File: src/hw/rtl/assert_macros.svh
// ----------------------------------------------------------------------------
// assert_macros.svh
// shared concurrent assertion macros, clocked on clk and disabled in reset
// ----------------------------------------------------------------------------
`ifndef ASSERT_MACROS_SVH
`define ASSERT_MACROS_SVH

// consequent must hold in the same cycle
`define ASSERT_IMPL(label, ante, cons, msg) \
  label: assert property (@(posedge clk) disable iff (rst) (ante) |-> (cons)) \
    else $error(msg);

// consequent must hold in the next cycle
`define ASSERT_NEXT(label, ante, cons, msg) \
  label: assert property (@(posedge clk) disable iff (rst) (ante) |=> (cons)) \
    else $error(msg);

`endif

File: src/hw/rtl/rhc_pkg.sv
// ----------------------------------------------------------------------------
// rhc_pkg
// widths, pipeline lane type and helpers of the rgb/hsb converter
// ----------------------------------------------------------------------------
package rhc_pkg;

  localparam int CHANNEL_BITS = 16;
  localparam int CB           = CHANNEL_BITS;
  // divider remainder width, holds six times a channel difference
  localparam int REM_BITS     = CB + 3;
  localparam int DIV_STAGES   = CB;
  localparam int FRONT_STAGES = 3;
  localparam int NUM_STAGES   = FRONT_STAGES + DIV_STAGES + 1;

  localparam logic [CB-1:0] FULL_SCALE = {CB{1'b1}};

  localparam logic KIND_TO_HSB = 1'b0;
  localparam logic KIND_TO_RGB = 1'b1;

  typedef logic [CB-1:0] chan_t;

  typedef enum logic [1:0] {
    SEL_RED,
    SEL_GREEN,
    SEL_BLUE
  } max_sel_t;

  // hue sectors of the rgb rebuild
  localparam logic [2:0] SECTOR_0 = 3'd0;
  localparam logic [2:0] SECTOR_1 = 3'd1;
  localparam logic [2:0] SECTOR_2 = 3'd2;
  localparam logic [2:0] SECTOR_3 = 3'd3;
  localparam logic [2:0] SECTOR_4 = 3'd4;

  typedef struct packed {
    logic [REM_BITS-1:0] den;
    logic [REM_BITS-1:0] rem;
    chan_t               low;
    chan_t               quo;
  } div_t;

  typedef struct packed {
    logic  kind;
    div_t  hue;
    div_t  sat;
    logic  hue_zero;
    logic  sat_zero;
    chan_t ra;
    chan_t rb;
    chan_t rc;
  } lane_t;

  // floor(x / FULL_SCALE) by reciprocal: (y + (y >> CB)) >> CB with y = x + 1
  function automatic chan_t div_full_scale(logic [2*CB-1:0] x);
    logic [2*CB:0] y;
    logic [2*CB:0] sum;
    y   = {1'b0, x} + (2*CB+1)'(1);
    sum = y + (y >> CB);
    return sum[2*CB-1:CB];
  endfunction

endpackage

File: src/hw/rtl/rhc_front.sv
// ----------------------------------------------------------------------------
// rhc_front
// three stage front end: max/min and hue numerator for rgb input, full
// p/q/t rebuild for hsb input, divider setup
// ----------------------------------------------------------------------------
module rhc_front (
  input  logic                  clk,
  input  logic                  adv,
  input  logic                  kind,
  input  rhc_pkg::chan_t        chan_a,
  input  rhc_pkg::chan_t        chan_b,
  input  rhc_pkg::chan_t        chan_c,
  output rhc_pkg::lane_t        lane
);

  localparam int CB = rhc_pkg::CB;
  localparam int RW = rhc_pkg::REM_BITS;

  // stage 1
  logic               k1;
  rhc_pkg::chan_t     a1, b1, c1, mx1, mn1, aq1, at1;
  rhc_pkg::max_sel_t  sel1;
  logic [2:0]         sec1;

  rhc_pkg::chan_t     mx_c, mn_c;
  rhc_pkg::max_sel_t  sel_c;
  logic [CB+2:0]      x6;
  logic [CB:0]        tf;
  logic [2*CB-1:0]    sf;
  logic [2*CB:0]      st;

  always_comb begin
    if (chan_a >= chan_b && chan_a >= chan_c) begin
      sel_c = rhc_pkg::SEL_RED;
      mx_c  = chan_a;
    end else if (chan_b >= chan_c) begin
      sel_c = rhc_pkg::SEL_GREEN;
      mx_c  = chan_b;
    end else begin
      sel_c = rhc_pkg::SEL_BLUE;
      mx_c  = chan_c;
    end
    mn_c = chan_a;
    if (chan_b < mn_c) mn_c = chan_b;
    if (chan_c < mn_c) mn_c = chan_c;
    // hue times six splits into sector and fraction
    x6 = ({3'b000, chan_a} << 2) + ({3'b000, chan_a} << 1);
    tf = {1'b1, {CB{1'b0}}} - {1'b0, x6[CB-1:0]};
    sf = (2*CB)'(chan_b) * (2*CB)'(x6[CB-1:0]);
    st = (2*CB+1)'(chan_b) * (2*CB+1)'(tf);
  end

  always_ff @(posedge clk) begin
    if (adv) begin
      k1   <= kind;
      a1   <= chan_a;
      b1   <= chan_b;
      c1   <= chan_c;
      mx1  <= mx_c;
      mn1  <= mn_c;
      sel1 <= sel_c;
      sec1 <= x6[CB+2:CB];
      aq1  <= sf[2*CB-1:CB];
      at1  <= st[2*CB-1:CB];
    end
  end

  // stage 2
  logic               k2, sz2;
  rhc_pkg::chan_t     mx2, d2, v2;
  logic [RW-1:0]      num2;
  logic [2*CB-1:0]    dm2, pp2, pq2, pt2;
  logic [2:0]         sec2;

  rhc_pkg::chan_t     d_c;
  logic [RW-1:0]      d6_c, num_c;

  always_comb begin
    d_c  = mx1 - mn1;
    d6_c = (RW'(d_c) << 2) + (RW'(d_c) << 1);
    case (sel1)
      rhc_pkg::SEL_RED: begin
        if (b1 >= c1) num_c = RW'(b1 - c1);
        else          num_c = d6_c - RW'(c1 - b1);
      end
      rhc_pkg::SEL_GREEN: num_c = (RW'(d_c) << 1) + RW'(c1) - RW'(a1);
      rhc_pkg::SEL_BLUE:  num_c = (RW'(d_c) << 2) + RW'(a1) - RW'(b1);
      default:            num_c = '0;
    endcase
  end

  always_ff @(posedge clk) begin
    if (adv) begin
      k2   <= k1;
      sz2  <= (b1 == '0);
      mx2  <= mx1;
      d2   <= d_c;
      v2   <= c1;
      num2 <= num_c;
      dm2  <= {d_c, {CB{1'b0}}} - (2*CB)'(d_c);
      pp2  <= (2*CB)'(c1) * (2*CB)'(rhc_pkg::FULL_SCALE - b1);
      pq2  <= (2*CB)'(c1) * (2*CB)'(rhc_pkg::FULL_SCALE - aq1);
      pt2  <= (2*CB)'(c1) * (2*CB)'(rhc_pkg::FULL_SCALE - at1);
      sec2 <= sec1;
    end
  end

  // stage 3
  rhc_pkg::lane_t lane_c;
  rhc_pkg::chan_t p_c, q_c, t_c;

  always_comb begin
    p_c = rhc_pkg::div_full_scale(pp2);
    q_c = rhc_pkg::div_full_scale(pq2);
    t_c = rhc_pkg::div_full_scale(pt2);

    lane_c.kind     = k2;
    lane_c.hue.den  = (RW'(d2) << 2) + (RW'(d2) << 1);
    lane_c.hue.rem  = num2;
    lane_c.hue.low  = '0;
    lane_c.hue.quo  = '0;
    lane_c.sat.den  = RW'(mx2);
    lane_c.sat.rem  = RW'(dm2[2*CB-1:CB]);
    lane_c.sat.low  = dm2[CB-1:0];
    lane_c.sat.quo  = '0;
    lane_c.hue_zero = (d2 == '0);
    lane_c.sat_zero = (mx2 == '0);

    if (k2 == rhc_pkg::KIND_TO_HSB) begin
      lane_c.ra = '0;
      lane_c.rb = '0;
      lane_c.rc = mx2;
    end else if (sz2) begin
      // no saturation: grey at the given brightness
      lane_c.ra = v2;
      lane_c.rb = v2;
      lane_c.rc = v2;
    end else begin
      case (sec2)
        rhc_pkg::SECTOR_0: begin lane_c.ra = v2;  lane_c.rb = t_c; lane_c.rc = p_c; end
        rhc_pkg::SECTOR_1: begin lane_c.ra = q_c; lane_c.rb = v2;  lane_c.rc = p_c; end
        rhc_pkg::SECTOR_2: begin lane_c.ra = p_c; lane_c.rb = v2;  lane_c.rc = t_c; end
        rhc_pkg::SECTOR_3: begin lane_c.ra = p_c; lane_c.rb = q_c; lane_c.rc = v2;  end
        rhc_pkg::SECTOR_4: begin lane_c.ra = t_c; lane_c.rb = p_c; lane_c.rc = v2;  end
        default:           begin lane_c.ra = v2;  lane_c.rb = p_c; lane_c.rc = q_c; end
      endcase
    end
  end

  always_ff @(posedge clk) begin
    if (adv) begin
      lane <= lane_c;
    end
  end

endmodule

File: config.mk
export PLATFORM = sky130hd
export DESIGN_NAME = rhc_front
export DESIGN_NICKNAME = d
export VERILOG_FILES = /design/src/hw/rtl/assert_macros.svh /design/src/hw/rtl/rhc_pkg.sv /design/src/hw/rtl/rhc_front.sv
export SDC_FILE = /design/constraint.sdc
export NUM_CORES = 2
export LEC_CHECK = 0
export ABC_CLOCK_PERIOD_IN_PS = 18600
export BUFFER_PORTS_ARGS = -buffer_cell sky130_fd_sc_hd__buf_2
export CAP_MARGIN = 40
export CORE_MARGIN = 2
export CORE_UTILIZATION = 55
export DETAILED_ROUTE_END_ITERATION = 10
export PLACE_DENSITY = 0.72
export SYNTH_ARGS = -nofsm -noshare
export SYNTH_HDL_FRONTEND = slang
export SYNTH_SLANG_ARGS = --single-unit
File: constraint.sdc
create_clock -name clk -period 18.6 [get_ports clk]
set_input_delay 0.93 -clock clk [delete_from_list [all_inputs] [get_ports clk]]
set_output_delay 0.93 -clock clk [all_outputs]
set_load 0.01 [all_outputs]
==> impl_metrics.env <==
export IMPL_status="complete, no violations"
export IMPL_holdWs_ns=0.417
export IMPL_max_stage_delay_ns=0.57
export IMPL_vias_per_cell=5.72
export IMPL_worstSkewPairLatency_ns=0.64
export IMPL_wl_per_cell_um=21.4
export IMPL_crit_top_cell="fa_1"
export IMPL_wirelength_mm=202
export IMPL_cp_slowest_cell="o31ai_1"
export IMPL_area_growth_syn_to_layout_pct=6.59
export IMPL_required_ns=18.97
export IMPL_top_layer_used="met5"
export IMPL_synth_largest_area_cell="fa_1"
export IMPL_setup_viol=0
export IMPL_mostFrequentLayoutCells="inv_1, fa_1, ha_1"
export IMPL_setup_tns_ns=0
export IMPL_cts_buffer_depth=3
export IMPL_post_cts_buffers=0
export IMPL_cts_resized=0
export IMPL_cp_end_kind="register"
export IMPL_ys_flop_type="edfxtp_1"
export IMPL_dr_pass1_iters=8
export IMPL_clk_pin_slew_worst_paths_ns=0.06
export IMPL_tightest_slew_ns=0.981
export IMPL_postCtsHoldBufs=0
export IMPL_ys_types=96
export IMPL_drt_met1_wl_mm=80.1
export IMPL_layout_commonest_cell="inv_1"
export IMPL_vias=53900
export IMPL_grt_pass1_wl_mm=314
export IMPL_start_util_pct=55.6
export IMPL_cp_arrival_ns=10.54
export IMPL_ios=242
export IMPL_wl_met2_mm=92.6
export IMPL_clock_skew_ns=0.0383
export IMPL_hold_viol_final=0
export IMPL_crit_fanout=22
export IMPL_rsz0062_at_grt="no"
export IMPL_final_layout_size_suffix_gt1_share_pct=5.61
export IMPL_fillers=10900
export IMPL_grt_max_degree=116
export IMPL_syn_avg_cell_area_um2=9.40
export IMPL_yosys_top_cells_area="fa_1, edfxtp_1, ha_1, inv_1, nand2_1"
export IMPL_cts_root_buffer="clkbuf_16"
export IMPL_crit_type="in -> reg"
export IMPL_hold_class="reg -> reg"
export IMPL_synth_edf_count=452
export IMPL_hpwl_mm=158
export IMPL_synth_top_cell_area_share_pct=28.4
export IMPL_syn_cell_area_um2=71100
export IMPL_cp_start_kind="primary input"
export IMPL_antenna_found_initial=13
export IMPL_yosysWarnings=0
export IMPL_die_area_um2=132000
export IMPL_fmax_ghz=0.0983
export IMPL_slew_violations=0
export IMPL_drv_cap=0
export IMPL_slew_headroom_pct=34.6
export IMPL_drtAntennaViolNets=0
export IMPL_synth_seq_cells=452
export IMPL_fin_crit_sh_pct=54.7
export IMPL_core_area_um2=128000
export IMPL_rows=131
export IMPL_synth_cells=7569
export IMPL_drtIter0Drc=4840
export IMPL_cts_tree="done"
export IMPL_synthArstFlopShare_pct=0
export IMPL_grtUsageTotal_pct=30.9
export IMPL_yosysSeqAreaShare_pct=19.1
export IMPL_grt_pass1_vias=55200
export IMPL_die_w_um=364
export IMPL_drcViolationCount=0
export IMPL_htreeDepth=2
export IMPL_finalCriticalPeriod_ns=10.17
export IMPL_clock_sinks=452
export IMPL_wl_met3_mm=20.7
export IMPL_grt_overflow_total=0
export IMPL_nNetsFinal=9506
export IMPL_die_h_um=364
export IMPL_place_gp_congestion=0.963
export IMPL_io_buffers=186
export IMPL_cts_inserted_buffers=50
export IMPL_r2r_slack_ns=10.50
state kept, by name, indices dropped and copies added (netlist names), 3 cells and up:
signal and flops:
a1 16, aq1 16, at1 16, b1 16, c1 16, d2 16
dm2 31, lane 135, mn1 16, mx1 16, mx2 16, num2 19
pp2 32, pq2 32, pt2 32, sec1 3, sec2 3, v2 16
worst paths after layout:
path | from | end | cells past startpoint
worst min-delay path | num2[3]$_DFFE_PP_ | lane[155]$_DFFE_PP_ | 0
worst max register to register | c1[6]$_DFFE_PP_ | pt2[30]$_DFFE_PP_ | 23
worst max-delay path | chan_a[0] | at1[13]$_DFFE_PP_ | 35
worst min register to register | num2[3]$_DFFE_PP_ | lane[155]$_DFFE_PP_ | 0
stage by stage:
step	utilization, %	cell area, um2	std cells	worst slack, ns
global placement	57.6	73700	9298	7.87
detailed placement	57.8	74000	9317	7.81
finish	59.2	75800	9415	8.43
global route	59.2	75800	9411	7.92
CTS	59.2	75800	9411	8.45
floorplan	-	71300	7623	8.96
synth_stat cells (8+ instances only):
cell type,n
o21ai_1,25
nand3b_1,12
nor4_1,20
o21bai_1,23
clkinv_1,11
fa_1,1010
or2_2,8
nand2_1,642
o22ai_1,16
nand2b_1,331
inv_1,1468
and3_1,50
nor3_1,83
buf_1,13
o221ai_1,19
o21a_1,33
edfxtp_1,452
a31o_2,9
a211o_1,8
xor2_1,109
nand4_1,43
nor2b_1,55
clkbuf_1,253
a21boi_0,9
a31oi_1,31
mux2i_1,74
xnor2_1,267
a21o_1,98
o21ai_0,169
o31ai_1,15
o211ai_1,19
a211oi_1,27
and2_1,211
or3_1,20
a21oi_1,219
nor2_1,553
nand3_1,103
a221oi_1,17
a22oi_1,12
buf_2,8
ha_1,805
buf_4,57
and4_1,20
o2111ai_1,11
layer usage:
layer,up-vias,track usage [%]
li1,24200,-
met1,26700,41.2
met2,2517,49.9
met3,482,6.43
met4,16,11.3
met5,-,0
area by class of cell:
class                           instances  area (um2)  area share, %
Multi-Input combinational cell       5359       50800           67.0
Antenna cell                            4        10.0         0.0132
Sequential cell                       452       13600           17.9
Timing Repair Buffer                  296        1950           2.57
Clock inverter                         36         464          0.612
Clock buffer                           58        1300           1.72
Tap cell                             1729        2160           2.85
Inverter                             1481        5560           7.33
cells by family (layout without fill, tap and decap cells):
kind of cell               Yosys count  count (layout)  share of synthesized area [%]
adders and majority gates         1815            1815                           42.6
xor gates and xnor gates           376             376                           4.63
other                                1              59                        0.00527
buffers and inverters             1812            1871                           9.88
and+or+nand+nor                   2190            2190                           15.0
muxes                               77              77                           1.09
DFF                                452             452                           19.1
AOI/OAI and AO/OA                  846             846                           7.75
worst max-delay path, delay by kind of cell:
kind | cells | cell delay [ns]
adder cells (fa/ha/maj) | 9 | 4.11
AO/OA/AOI/OAI | 11 | 2.80
AND/OR/NAND/NOR | 6 | 1.48
buffers and inverters | 6 | 0.87
XOR/XNOR | 3 | 0.31
Power is left out: the tool's default activity adds up to more than one toggle a clock period on the data nets, which glitch-free logic cannot reach.
