**config.mk**
```make
export PLATFORM = sky130hd
export DESIGN_NAME = rhc_div_stage
export DESIGN_NICKNAME = d
export VERILOG_FILES = /design/src/hw/rtl/assert_macros.svh /design/src/hw/rtl/rhc_pkg.sv /design/src/hw/rtl/rhc_div_stage.sv
export SDC_FILE = /design/constraint.sdc
export NUM_CORES = 1
export LEC_CHECK = 0
export BUFFER_PORTS_ARGS = -buffer_cell sky130_fd_sc_hd__buf_2
export CORE_AREA = 4 4 147 149
export CTS_CLUSTER_DIAMETER = 60
export DETAILED_ROUTE_END_ITERATION = 8
export DIE_AREA = 0 0 151 153
export HOLD_SLACK_MARGIN = 0.12
export PLACE_DENSITY = 0.72
export REMOVE_ABC_BUFFERS = 1
export SYNTH_ARGS = -nofsm -noshare
export SYNTH_HDL_FRONTEND = slang
export SYNTH_SLANG_ARGS = --single-unit
export TNS_END_PERCENT = 10
```
**constraint.sdc**
```tcl
create_clock -name clk -period 3.27 [get_ports clk]
set_input_delay 0.654 -clock clk [delete_from_list [all_inputs] [get_ports clk]]
set_output_delay 0.654 -clock clk [all_outputs]
set_load 0.02 [all_outputs]
```
**src/hw/rtl/assert_macros.svh**
```systemverilog
// ----------------------------------------------------------------------------
// assert_macros.svh
// shared concurrent assertion macros, clocked on clk and disabled in reset
// ----------------------------------------------------------------------------
`ifndef ASSERT_MACROS_SVH
`define ASSERT_MACROS_SVH

// consequent must hold in the same cycle
`define ASSERT_IMPL(label, ante, cons, msg) \
  label: assert property (@(posedge clk) disable iff (rst) (ante) |-> (cons)) \
    else $error(msg);

// consequent must hold in the next cycle
`define ASSERT_NEXT(label, ante, cons, msg) \
  label: assert property (@(posedge clk) disable iff (rst) (ante) |=> (cons)) \
    else $error(msg);

`endif

```
**src/hw/rtl/rhc_pkg.sv**
```systemverilog
// ----------------------------------------------------------------------------
// rhc_pkg
// widths, pipeline lane type and helpers of the rgb/hsb converter
// ----------------------------------------------------------------------------
package rhc_pkg;

  localparam int CHANNEL_BITS = 16;
  localparam int CB           = CHANNEL_BITS;
  // divider remainder width, holds six times a channel difference
  localparam int REM_BITS     = CB + 3;
  localparam int DIV_STAGES   = CB;
  localparam int FRONT_STAGES = 3;
  localparam int NUM_STAGES   = FRONT_STAGES + DIV_STAGES + 1;

  localparam logic [CB-1:0] FULL_SCALE = {CB{1'b1}};

  localparam logic KIND_TO_HSB = 1'b0;
  localparam logic KIND_TO_RGB = 1'b1;

  typedef logic [CB-1:0] chan_t;

  typedef enum logic [1:0] {
    SEL_RED,
    SEL_GREEN,
    SEL_BLUE
  } max_sel_t;

  // hue sectors of the rgb rebuild
  localparam logic [2:0] SECTOR_0 = 3'd0;
  localparam logic [2:0] SECTOR_1 = 3'd1;
  localparam logic [2:0] SECTOR_2 = 3'd2;
  localparam logic [2:0] SECTOR_3 = 3'd3;
  localparam logic [2:0] SECTOR_4 = 3'd4;

  typedef struct packed {
    logic [REM_BITS-1:0] den;
    logic [REM_BITS-1:0] rem;
    chan_t               low;
    chan_t               quo;
  } div_t;

  typedef struct packed {
    logic  kind;
    div_t  hue;
    div_t  sat;
    logic  hue_zero;
    logic  sat_zero;
    chan_t ra;
    chan_t rb;
    chan_t rc;
  } lane_t;

  // floor(x / FULL_SCALE) by reciprocal: (y + (y >> CB)) >> CB with y = x + 1
  function automatic chan_t div_full_scale(logic [2*CB-1:0] x);
    logic [2*CB:0] y;
    logic [2*CB:0] sum;
    y   = {1'b0, x} + (2*CB+1)'(1);
    sum = y + (y >> CB);
    return sum[2*CB-1:CB];
  endfunction

endpackage

```
**src/hw/rtl/rhc_div_stage.sv**
```systemverilog
// ----------------------------------------------------------------------------
// rhc_div_stage
// one registered restoring step for both the hue and saturation quotients
// ----------------------------------------------------------------------------
module rhc_div_stage (
  input  logic           clk,
  input  logic           adv,
  input  rhc_pkg::lane_t lane_in,
  output rhc_pkg::lane_t lane_out
);

  localparam int CB = rhc_pkg::CB;
  localparam int RW = rhc_pkg::REM_BITS;

  function automatic rhc_pkg::div_t div_step(rhc_pkg::div_t s);
    rhc_pkg::div_t  o;
    logic [RW:0]    r2;
    logic           ge;
    r2     = {s.rem, s.low[CB-1]};
    ge     = (r2 >= {1'b0, s.den});
    o.den  = s.den;
    o.rem  = ge ? RW'(r2 - {1'b0, s.den}) : RW'(r2);
    o.low  = {s.low[CB-2:0], 1'b0};
    o.quo  = {s.quo[CB-2:0], ge};
    return o;
  endfunction

  rhc_pkg::lane_t lane_c;

  always_comb begin
    lane_c     = lane_in;
    lane_c.hue = div_step(lane_in.hue);
    lane_c.sat = div_step(lane_in.sat);
  end

  always_ff @(posedge clk) begin
    if (adv) begin
      lane_out <= lane_c;
    end
  end

endmodule

```
==> results of run 1 <==
## logic make-up (layout without fill, tap and decap cells)
group                    count (synthesis)  in the layout  share of synthesized area [%]
other                                    1              4                         0.0450
flip-flops                             189            189                           68.1
AO/OA/AOI/OAI                          106            106                           8.53
adder cells (fa/ha/maj)                 40             40                           6.18
multiplexers                            38             38                           5.25
buffers and inverters                   68            495                           3.35
AND/OR/NAND/NOR                         92             92                           5.61
XOR/XNOR                                28             28                           2.94
## routing by layer
layer	part of all wire (%)	vias to the layer above	routed length (um)	track usage (%)
li1	-	2943	-	-
met1	37	2892	8510	22.1
met2	52	222	11900	34.3
met3	8.0	37	1840	5.80
met4	3.2	4	739	8.25
met5	0.074	-	17	0
## cell type report
type / count / share of cell area (%)
diodes: 2 / 0.0440
clock buffers: 17 / 3.74
clock inverters: 15 / 1.45
inverters: 57 / 1.88
multi-input cells: 306 / 21.0
flip-flops and latches: 189 / 49.9
well taps: 270 / 2.97
repair buffers: 406 / 19.0
## power breakdown
part / total, mW / internal, mW / switching, mW
clock: 2.03 / 1.03 / 1.01
combinational: 1.33 / 0.532 / 0.798
sequential: 2.99 / 2.94 / 0.0530
total: 6.36 / 4.50 / 1.86
## cell usage after synthesis (all sizes together) (5+ instances only)
library cell,n,area share [%]
nor2b,5,0.38
mux2,31,4.4
a31oi,6,0.45
nor3,8,0.54
xor2,5,0.53
ha,38,5.7
inv,57,2.6
xnor2,23,2.4
nor2,25,1.1
o21a,7,0.63
mux2i,7,0.84
a21oi,31,2.0
nand4,5,0.45
buf,7,0.60
nand2,21,1.0
a21o,13,1.2
o21ai,19,1.1
edfxtp,189,68
nand3,16,0.96
## stage by stage
stage / hold WS [ns] / worst slack (ns) / utilization (%) / power (mW)
floorplan: 0.753 / -0.321 / - / 3.81
global placement: 0.831 / 0.0663 / 53.4 / 4.36
detailed placement: 0.832 / 0.0399 / 53.4 / 4.38
CTS: 0.377 / 0.475 / 56.3 / 6.43
global route: 0.370 / 0.209 / 56.4 / 6.67
finish: 0.401 / 0.456 / 56.4 / 6.36
## critical path, cell delays in order
cell and delay [ns]:
buf_2 0.08, inv_1 0.04, ha_1 0.21, fa_1 0.41, nor2b_1 0.17, o2111ai_1 0.17, a21oi_1 0.36, o2111ai_1 0.18
mux2i_1 0.15, a2111oi_0 0.40, mux2i_1 0.12
## final timing paths
path    startpoint                 endpoint
max   lane_in[151]  lane_out[166]$_DFFE_PP_
min    lane_in[61]   lane_out[62]$_DFFE_PP_
==> summary.txt, run 1 <==
Outcome
  – Outcome: completed

Detailed routing
  – Wire per inst: 18.2 um
  – 1st-iter DRT viols: 379
  – Final ANT Viol Nets: 0
  – Drt pass-1 iters: 4
  – Final Routed Wirelength: 23.0 mm
  – Drt drc: 0
  – DR vias: 6098
  – Vias per cell: 4.83

GRT
  – Gr usage total: 19.6%
  – GRT overflow: 0
  – Largest net degree at the start of global routing: 59
  – First-pass GRT wire length: 34.6 mm
  – Initial antenna violation count: 4
  – Vias in the first global route: 6242

Logic synthesis
  – FF+latch count, synth: 189
  – Yosys warns: 0
  – EDFF count, synth: 189
  – Synth cell types: 58
  – Cells after Synth: 562
  – Syn Std Cell Area: 8340 um^2
  – Seq/Total Area, Yosys: 68.1%
  – Syn_area_per_cell: 14.8 um^2
  – Asr flop ratio synth: 0%
  – Main synth FF type: edfxtp_1

Placed design
  – Routability cong.: 0.837
  – Dpl cell area: 10800 um^2
  – Detailed placement HPWL: 18.2 mm
  – Number of port buffers: 379
  – Dpl cells: 1228

Run
  – Max Cap Violations: 0

Clocking
  – Cts bufs inserted: 17
  – Setup Fix Bufs, Post-CTS: 0
  – CTS Hold Bufs: 0
  – Clock root buffer: clkbuf_16
  – # resized after CTS: 0
  – CTS Buffer Depth: 2
  – H-Tree Level Count: 4
  – Reg clk slew, reported paths: 0.08 ns
  – CTS tree: built
  – Clock sink count: 189

Die
  – Die area: 23100 um^2
  – DIE WIDTH: 151 um
  – Die height: 153 um
  – Initial Utilization: 41.3%
  – Io pins: 384
  – FP Rows: 52
  – Core region area: 20200 um^2

Min path
  – Hold depth: 1
  – HP Class: input port to flip-flop

Final layout
  – Sequential cell area: 5680 um^2
  – Number of flip-flops in the largest register: 189
  – Largest Register: lane_out
  – Most frequent cells in the layout: buf_2, edfxtp_1, inv_1, ha_1, a21oi_1
  – Synth-to-layout area growth: 36.4%
  – Commonest non-fill, non-tap cell in the layout: buf_2
  – Final Cell Area: 11400 um^2
  – Layout Nets: 1210
  – Footprint of the multi-input gates: 2390 um^2
  – Layout cells sized above 1: 48.0%
  – Biggest regs: lane_out: 189 flops
  – FILL cells: 1671
  – Fin cells: 1262

Timing
  – Slew Limit Fails: 0
  – Worst-margin pin slew: 0.597 ns
  – Fin crit period: 2.81 ns
  – Slew headroom: 60.1%
  – Fin Setup TNS: 0 ns
  – Final setup viols: 0
  – Fin crit share: 86.1%
  – Final hold vios: 0
  – Fmax achieved: 355 MHz
  – Unrepaired setup endpoints after global routing: no

Critical path
  – Worst Path Arrival: 2.97 ns
  – Worst setup SP type: input port
  – Worst-path fanout max: 3
  – Setup CP Type: input port to flip-flop
  – Worst Setup End Kind: flip-flop
  – Req. time, crit path: 3.42 ns

Power
  – Cell area power density: 559 nW/um^2
  – P_leak: 5.07 nW
  – VDD IR max: 320 uV
Note: power is estimated with default switching activity, not from simulation.
==> run 2: changes to the inputs <==
- CORE_AREA: 4 4 147 149 -> 4 4 148 150
- CTS_BUF_LIST: default -> sky130_fd_sc_hd__clkbuf_2 sky130_fd_sc_hd__clkbuf_4 sky130_fd_sc_hd__clkbuf_8
- DIE_AREA: 0 0 151 153 -> 0 0 152 154
- HOLD_SLACK_MARGIN: 0.12 -> 0.02
- PLACE_DENSITY: 0.72 -> 0.71
==> run 2 against run 1 <==
Effect of this change:
- non-clock buffer count unchanged
- combinational power about the same
- global-route usage decreased by 0.69 points
- highest routed layer unchanged
- critical path type unchanged
- wire length barely moved
- sequential power barely moved
- setup slack gained 0.058 ns
- die area up 1.3%
- first-iteration DRC count rose by 1.3%
- via count up 1.7%
- maximum frequency grew 2.1%
- design area shrank 1.5%
==> summary.txt, run 2 (same netlist as run 1, synthesis figures left out) <==
Final layout
  – Layout Nets: 1210
  – Synth-to-layout area growth: 34.4%
  – Biggest regs: lane_out: 189 flops
  – Layout cells sized above 1: 48.0%
  – Footprint of the multi-input gates: 2390 um^2
  – FILL cells: 1769
  – Sequential cell area: 5680 um^2
  – Commonest non-fill, non-tap cell in the layout: buf_2
  – Most frequent cells in the layout: buf_2, edfxtp_1, inv_1, ha_1, a21oi_1
  – Final Cell Area: 11200 um^2
  – Largest Register: lane_out
  – Number of flip-flops in the largest register: 189

Detailed routing
  – 1st-iter DRT viols: 384
  – DR vias: 6204
  – Final ANT Viol Nets: 0
  – Drt drc: 0
  – Vias per cell: 4.90
  – Drt pass-1 iters: 5
  – Final Routed Wirelength: 23.0 mm
  – Wire per inst: 18.2 um

Timing
  – Fmax achieved: 363 MHz
  – Worst-margin pin slew: 0.625 ns
  – Final hold vios: 0
  – Fin crit share: 84.3%
  – Fin crit period: 2.76 ns
  – Final setup viols: 0
  – Unrepaired setup endpoints after global routing: no
  – Slew headroom: 58.2%
  – Fin Setup TNS: 0 ns
  – Slew Limit Fails: 0

Placed design
  – Routability cong.: 0.841
  – Dpl cell area: 10800 um^2
  – Detailed placement HPWL: 18.3 mm
  – Number of port buffers: 379

GRT
  – First-pass GRT wire length: 34.1 mm
  – Vias in the first global route: 6035
  – GRT overflow: 0
  – Initial antenna violation count: 2
  – Largest net degree at the start of global routing: 65
  – Gr usage total: 18.9%

Outcome
  – Outcome: completed

Clocking
  – # resized after CTS: 0
  – CTS Hold Bufs: 0
  – Clock root buffer: clkbuf_8
  – Cts bufs inserted: 17
  – Clock sink count: 189
  – H-Tree Level Count: 4
  – CTS Buffer Depth: 2
  – Reg clk slew, reported paths: 0.11 ns
  – CTS tree: built
  – Setup Fix Bufs, Post-CTS: 0

Power
  – P_leak: 4.99 nW
  – Cell area power density: 524 nW/um^2
  – Design Power: 5.87 mW
  – VDD IR max: 219 uV

Die
  – Initial Utilization: 40.3%
  – Die height: 154 um
  – Die area: 23400 um^2
  – DIE WIDTH: 152 um
  – FP Rows: 53
  – Core region area: 20700 um^2
  – Io pins: 384

Critical path
  – WP buf/inv: 2
  – CP delay by family, top: compound AO/OA/AOI/OAI gates
  – Req. time, crit path: 3.48 ns
  – Worst Setup End Kind: flip-flop
  – Setup CP Type: input port to flip-flop
  – Critical-path cell list: buf_2 -> inv_1 -> ha_1 -> fa_1 -> nor2b_1 -> o2111ai_1 -> a21oi_1 -> o2111ai_1 -> mux2i_1 -> a2111oi_0 -> mux2i_1
  – Critical Path Start: lane_in[151]
  – Worst-path fanout max: 3
  – CP max stage cell: a2111oi_0
  – Slowest stage delay, CP: 0.46 ns
  – Worst Path Arrival: 2.97 ns
  – Worst setup SP type: input port

Run
  – Max Cap Violations: 0

Min path
  – HP Class: input port to flip-flop
  – Hold_sp: lane_in[40]
==> run 2: cell count changes in the layout (fill, tap and decap cells not counted) <==
| cell | before | now |
|---|---|---|
| buf_12 | 4 | 5 |
| buf_4 | 23 | 22 |
| clkbuf_16 | 17 | 0 |
| clkbuf_8 | 1 | 18 |
| clkinv_4 | 1 | 2 |
| diode_2 | 2 | 1 |
| inv_6 | 4 | 1 |
| inv_8 | 4 | 6 |
==> run 2: area by class of cell <==
cell class / instances / area share, %
flip-flops and latches: 189 / 50.7
well taps: 275 / 3.07
multi-input cells: 306 / 21.3
clock buffers: 17 / 2.09
inverters: 57 / 1.91
clock inverters: 15 / 1.52
repair buffers: 406 / 19.4
diodes: 1 / 0.0223
==> run 2: through the flow <==
| step | hold WS (ns) | instances | utilization [%] | worst slack (ns) |
|---|---|---|---|---|
| after detailed placement | 0.832 | 1233 | 52.2 | 0.0497 |
| after CTS | 0.302 | 1265 | 54.1 | 0.572 |
| final | 0.341 | 1266 | 54.1 | 0.514 |
| after floorplan | 0.753 | 552 | - | -0.321 |
| after global routing | 0.297 | 1266 | 54.1 | 0.395 |
| after global placement | 0.830 | 1233 | 52.2 | 0.0915 |
==> run 2: where the power goes <==
group	switching, mW	total [mW]	internal, mW
Clock	0.970	1.55	0.583
Sequential	0.0531	2.99	2.94
Combinational	0.791	1.33	0.534
==> run 2: per-layer routing <==
metal  track usage (%)  share of wire [%]
met1              21.4                 37
met2              32.9                 52
met3              6.39                8.2
met4              7.88                3.0
met5                 0              0.052
==> run 2: path summary, 6_finish.rpt <==
kind	to	slack (ns)	cells after the start
setup / recovery	lane_out[166]$_DFFE_PP_	0.51	11
hold / removal	lane_out[40]$_DFFE_PP_	0.34	1
==> run 3: changes to the inputs <==
- ABC_AREA: default -> 1
- CORE_AREA: 4 4 148 150 -> default
- CORE_MARGIN: default -> 4
- CORE_UTILIZATION: default -> 45
- DIE_AREA: 0 0 152 154 -> default
- PLACE_DENSITY: 0.71 -> 0.79
- clock period: 3.27 -> 2.2 ns (I/O delays scaled with it)
==> run 3 against run 2 <==
Effect of this change:
- cell count increased by 20%
- combinational power up 56%
- wire length increased by 9.2%
- sequential power rose by 48%
- sequential share of layout area decreased by 2.6 points
- die area down 6.6%
- clock power grew 48%
- setup slack worse by 0.19 ns
- sequential cell count is the same
- synthesized cell count rose by 43%
- design area increased by 5.5%
- utilization grew 8.2 points
- critical path type unchanged
==> summary.txt, run 3 <==
Placed design
  – Dpl cell area: 11400 um^2
  – Detailed placement HPWL: 20.5 mm
  – Dpl cells: 1488
  – Number of port buffers: 379
  – Routability cong.: 0.912

Power
  – VDD IR max: 387 uV
  – Cell Int Power: 5.97 mW
  – Cell area power density: 745 nW/um^2
  – Clock power share: 26.1%
  – Sequential power share: 50.4%
  – P_leak: 5.83 nW
  – NetSw: 2.82 mW
  – Sw Share: 32.1%
  – Comb pwr share: 23.6%

Critical path
  – Setup CP Type: input port to flip-flop
  – Crit path depth: 13
  – CP max stage cell: fa_1
  – Worst Path Arrival: 2.09 ns
  – Worst-path fanout max: 17
  – CP delay by family, top: simple AND/OR/NAND/NOR gates
  – Worst setup path endpoint: lane_out[166]$_DFFE_PP_
  – Worst setup SP type: input port
  – Worst Setup End Kind: flip-flop
  – Req. time, crit path: 2.42 ns
  – Critical Path Start: lane_in[151]
  – WP buf/inv: 3
  – Critical-path cell list: buf_2 -> inv_1 -> ha_1 -> fa_1 -> nand3b_1 -> nand2_2 -> nand3_1 -> nand3_1 -> nand2_2 -> nand2_8 -> inv_4 -> nand2_1 -> nand2_1
  – Slowest stage delay, CP: 0.38 ns

Clocking
  – CTS Hold Bufs: 0
  – CTS tree: built
  – CTS Buffer Depth: 2
  – H-Tree Level Count: 4
  – Reg clk slew, reported paths: 0.11 ns
  – Cts bufs inserted: 17
  – # resized after CTS: 0
  – Clock root buffer: clkbuf_8
  – Clock sink count: 189
  – Setup Fix Bufs, Post-CTS: 0

Final layout
  – Largest Register: lane_out
  – Fin cells: 1522
  – Most frequent cells in the layout: buf_2, nand2_1, edfxtp_1, inv_1
  – Layout cells sized above 1: 39.8%
  – FILL cells: 1578
  – Synth-to-layout area growth: 34.1%
  – Final Cell Area: 11800 um^2
  – Number of flip-flops in the largest register: 189
  – Biggest regs: lane_out: 189 flops
  – Commonest non-fill, non-tap cell in the layout: buf_2
  – Layout Nets: 1480

Timing
  – WHS: 0.147 ns
  – Fin Setup TNS: 0 ns
  – Final setup viols: 0
  – Unrepaired setup endpoints after global routing: no
  – Final hold vios: 0
  – Fin crit share: 85.2%
  – Fmax achieved: 534 MHz
  – Fin crit period: 1.87 ns
  – Slew Limit Fails: 0

GRT
  – Initial antenna violation count: 4
  – Gr usage total: 22.2%
  – Largest net degree at the start of global routing: 47
  – GRT overflow: 0
  – First-pass GRT wire length: 37.9 mm
  – Vias in the first global route: 6853

Detailed routing
  – Drt drc: 0
  – Wire per inst: 16.5 um
  – Drt pass-1 iters: 6
  – 1st-iter DRT viols: 525
  – Final Routed Wirelength: 25.1 mm
  – DR vias: 7180
  – Final ANT Viol Nets: 0
  – Vias per cell: 4.72

Run
  – Max Cap Violations: 0

Die
  – Die area: 21900 um^2
  – Io pins: 384
  – Core region area: 19000 um^2
  – DIE WIDTH: 148 um
  – FP Rows: 50
  – Die height: 148 um
  – Initial Utilization: 46.4%

Logic synthesis
  – Main synth FF type: edfxtp_1
  – Syn_area_per_cell: 11.0 um^2
  – Count leader, synth: nand2_1
  – Cell taking the most area after synthesis: edfxtp_1
  – Top post-synthesis cells by area: edfxtp_1, nand2_1, ha_1
  – FF+latch count, synth: 189
  – Syn Std Cell Area: 8800 um^2
  – EDFF count, synth: 189
  – Synth top cells by count: nand2_1, edfxtp_1, inv_1
  – Seq/Total Area, Yosys: 64.5%
  – Cells after Synth: 803
  – Top cell type's share of synthesized area: 64.5%
  – Asr flop ratio synth: 0%
  – Synth cell types: 30
  – Yosys warns: 0

Min path
  – HP Class: input port to flip-flop
  – Hold_sp: lane_in[48]

Outcome
  – Outcome: completed
run 3: area by class of cell:
| cell class | instances | area (um^2) | area share, % |
|---|---|---|---|
| multi-input cells | 486 | 2590 | 21.9 |
| flip-flops and latches | 189 | 5680 | 48.1 |
| well taps | 260 | 325 | 2.75 |
| inverters | 121 | 459 | 3.89 |
| repair buffers | 432 | 2350 | 19.9 |
| clock buffers | 17 | 234 | 1.98 |
| clock inverters | 14 | 170 | 1.44 |
| diodes | 3 | 7.51 | 0.0636 |
run 3: worst min-delay path by stage:
stage,end,slack (ns),cells after the start
global placement,lane_out[62]$_DFFE_PP_,0.62,1
CTS,lane_out[48]$_DFFE_PP_,0.12,1
global route,lane_out[40]$_DFFE_PP_,0.10,1
floorplan,lane_out[0]$_DFFE_PP_,0.54,0
detailed placement,lane_out[137]$_DFFE_PP_,0.62,1
finish,lane_out[48]$_DFFE_PP_,0.15,1
run 3: per-layer routing:
layer	GRT usage [%]	routed length, um
met2	37.5	12400
met5	0	34
met1	28.8	10200
met3	5.06	1960
met4	6.97	564
run 3: cells by family (layout without fill, tap and decap cells):
| logic type | Yosys count | after routing | share of synthesized area [%] |
|---|---|---|---|
| AOI/OAI and AO/OA | 40 | 40 | 2.39 |
| xor gates and xnor gates | 20 | 20 | 1.99 |
| adders and majority gates | 40 | 40 | 5.85 |
| buffers and inverters | 129 | 584 | 6.20 |
| DFF | 189 | 189 | 64.5 |
| other | 1 | 5 | 0.0426 |
| and+or+nand+nor | 384 | 384 | 19.1 |
run 3: power groups by stage:
stage	combinational (mW)	clock, mW	sequential (mW)
floorplan	0.680	0	4.98
global placement	2.03	0	4.50
detailed placement	2.07	0	4.52
CTS	2.08	2.33	4.43
global route	2.26	2.52	4.46
finish	2.07	2.29	4.43
run 3: per-stage QoR:
stage	utilization, %	power [mW]	setup slack (ns)
6_report	62.3	8.80	0.326
5_1_grt	62.3	9.24	0.166
3_5_place_dp	60.1	6.59	-0.144
3_3_place_gp	60.1	6.53	-0.0983
4_1_cts	62.3	8.84	0.355
2_1_floorplan	-	5.66	-0.0424
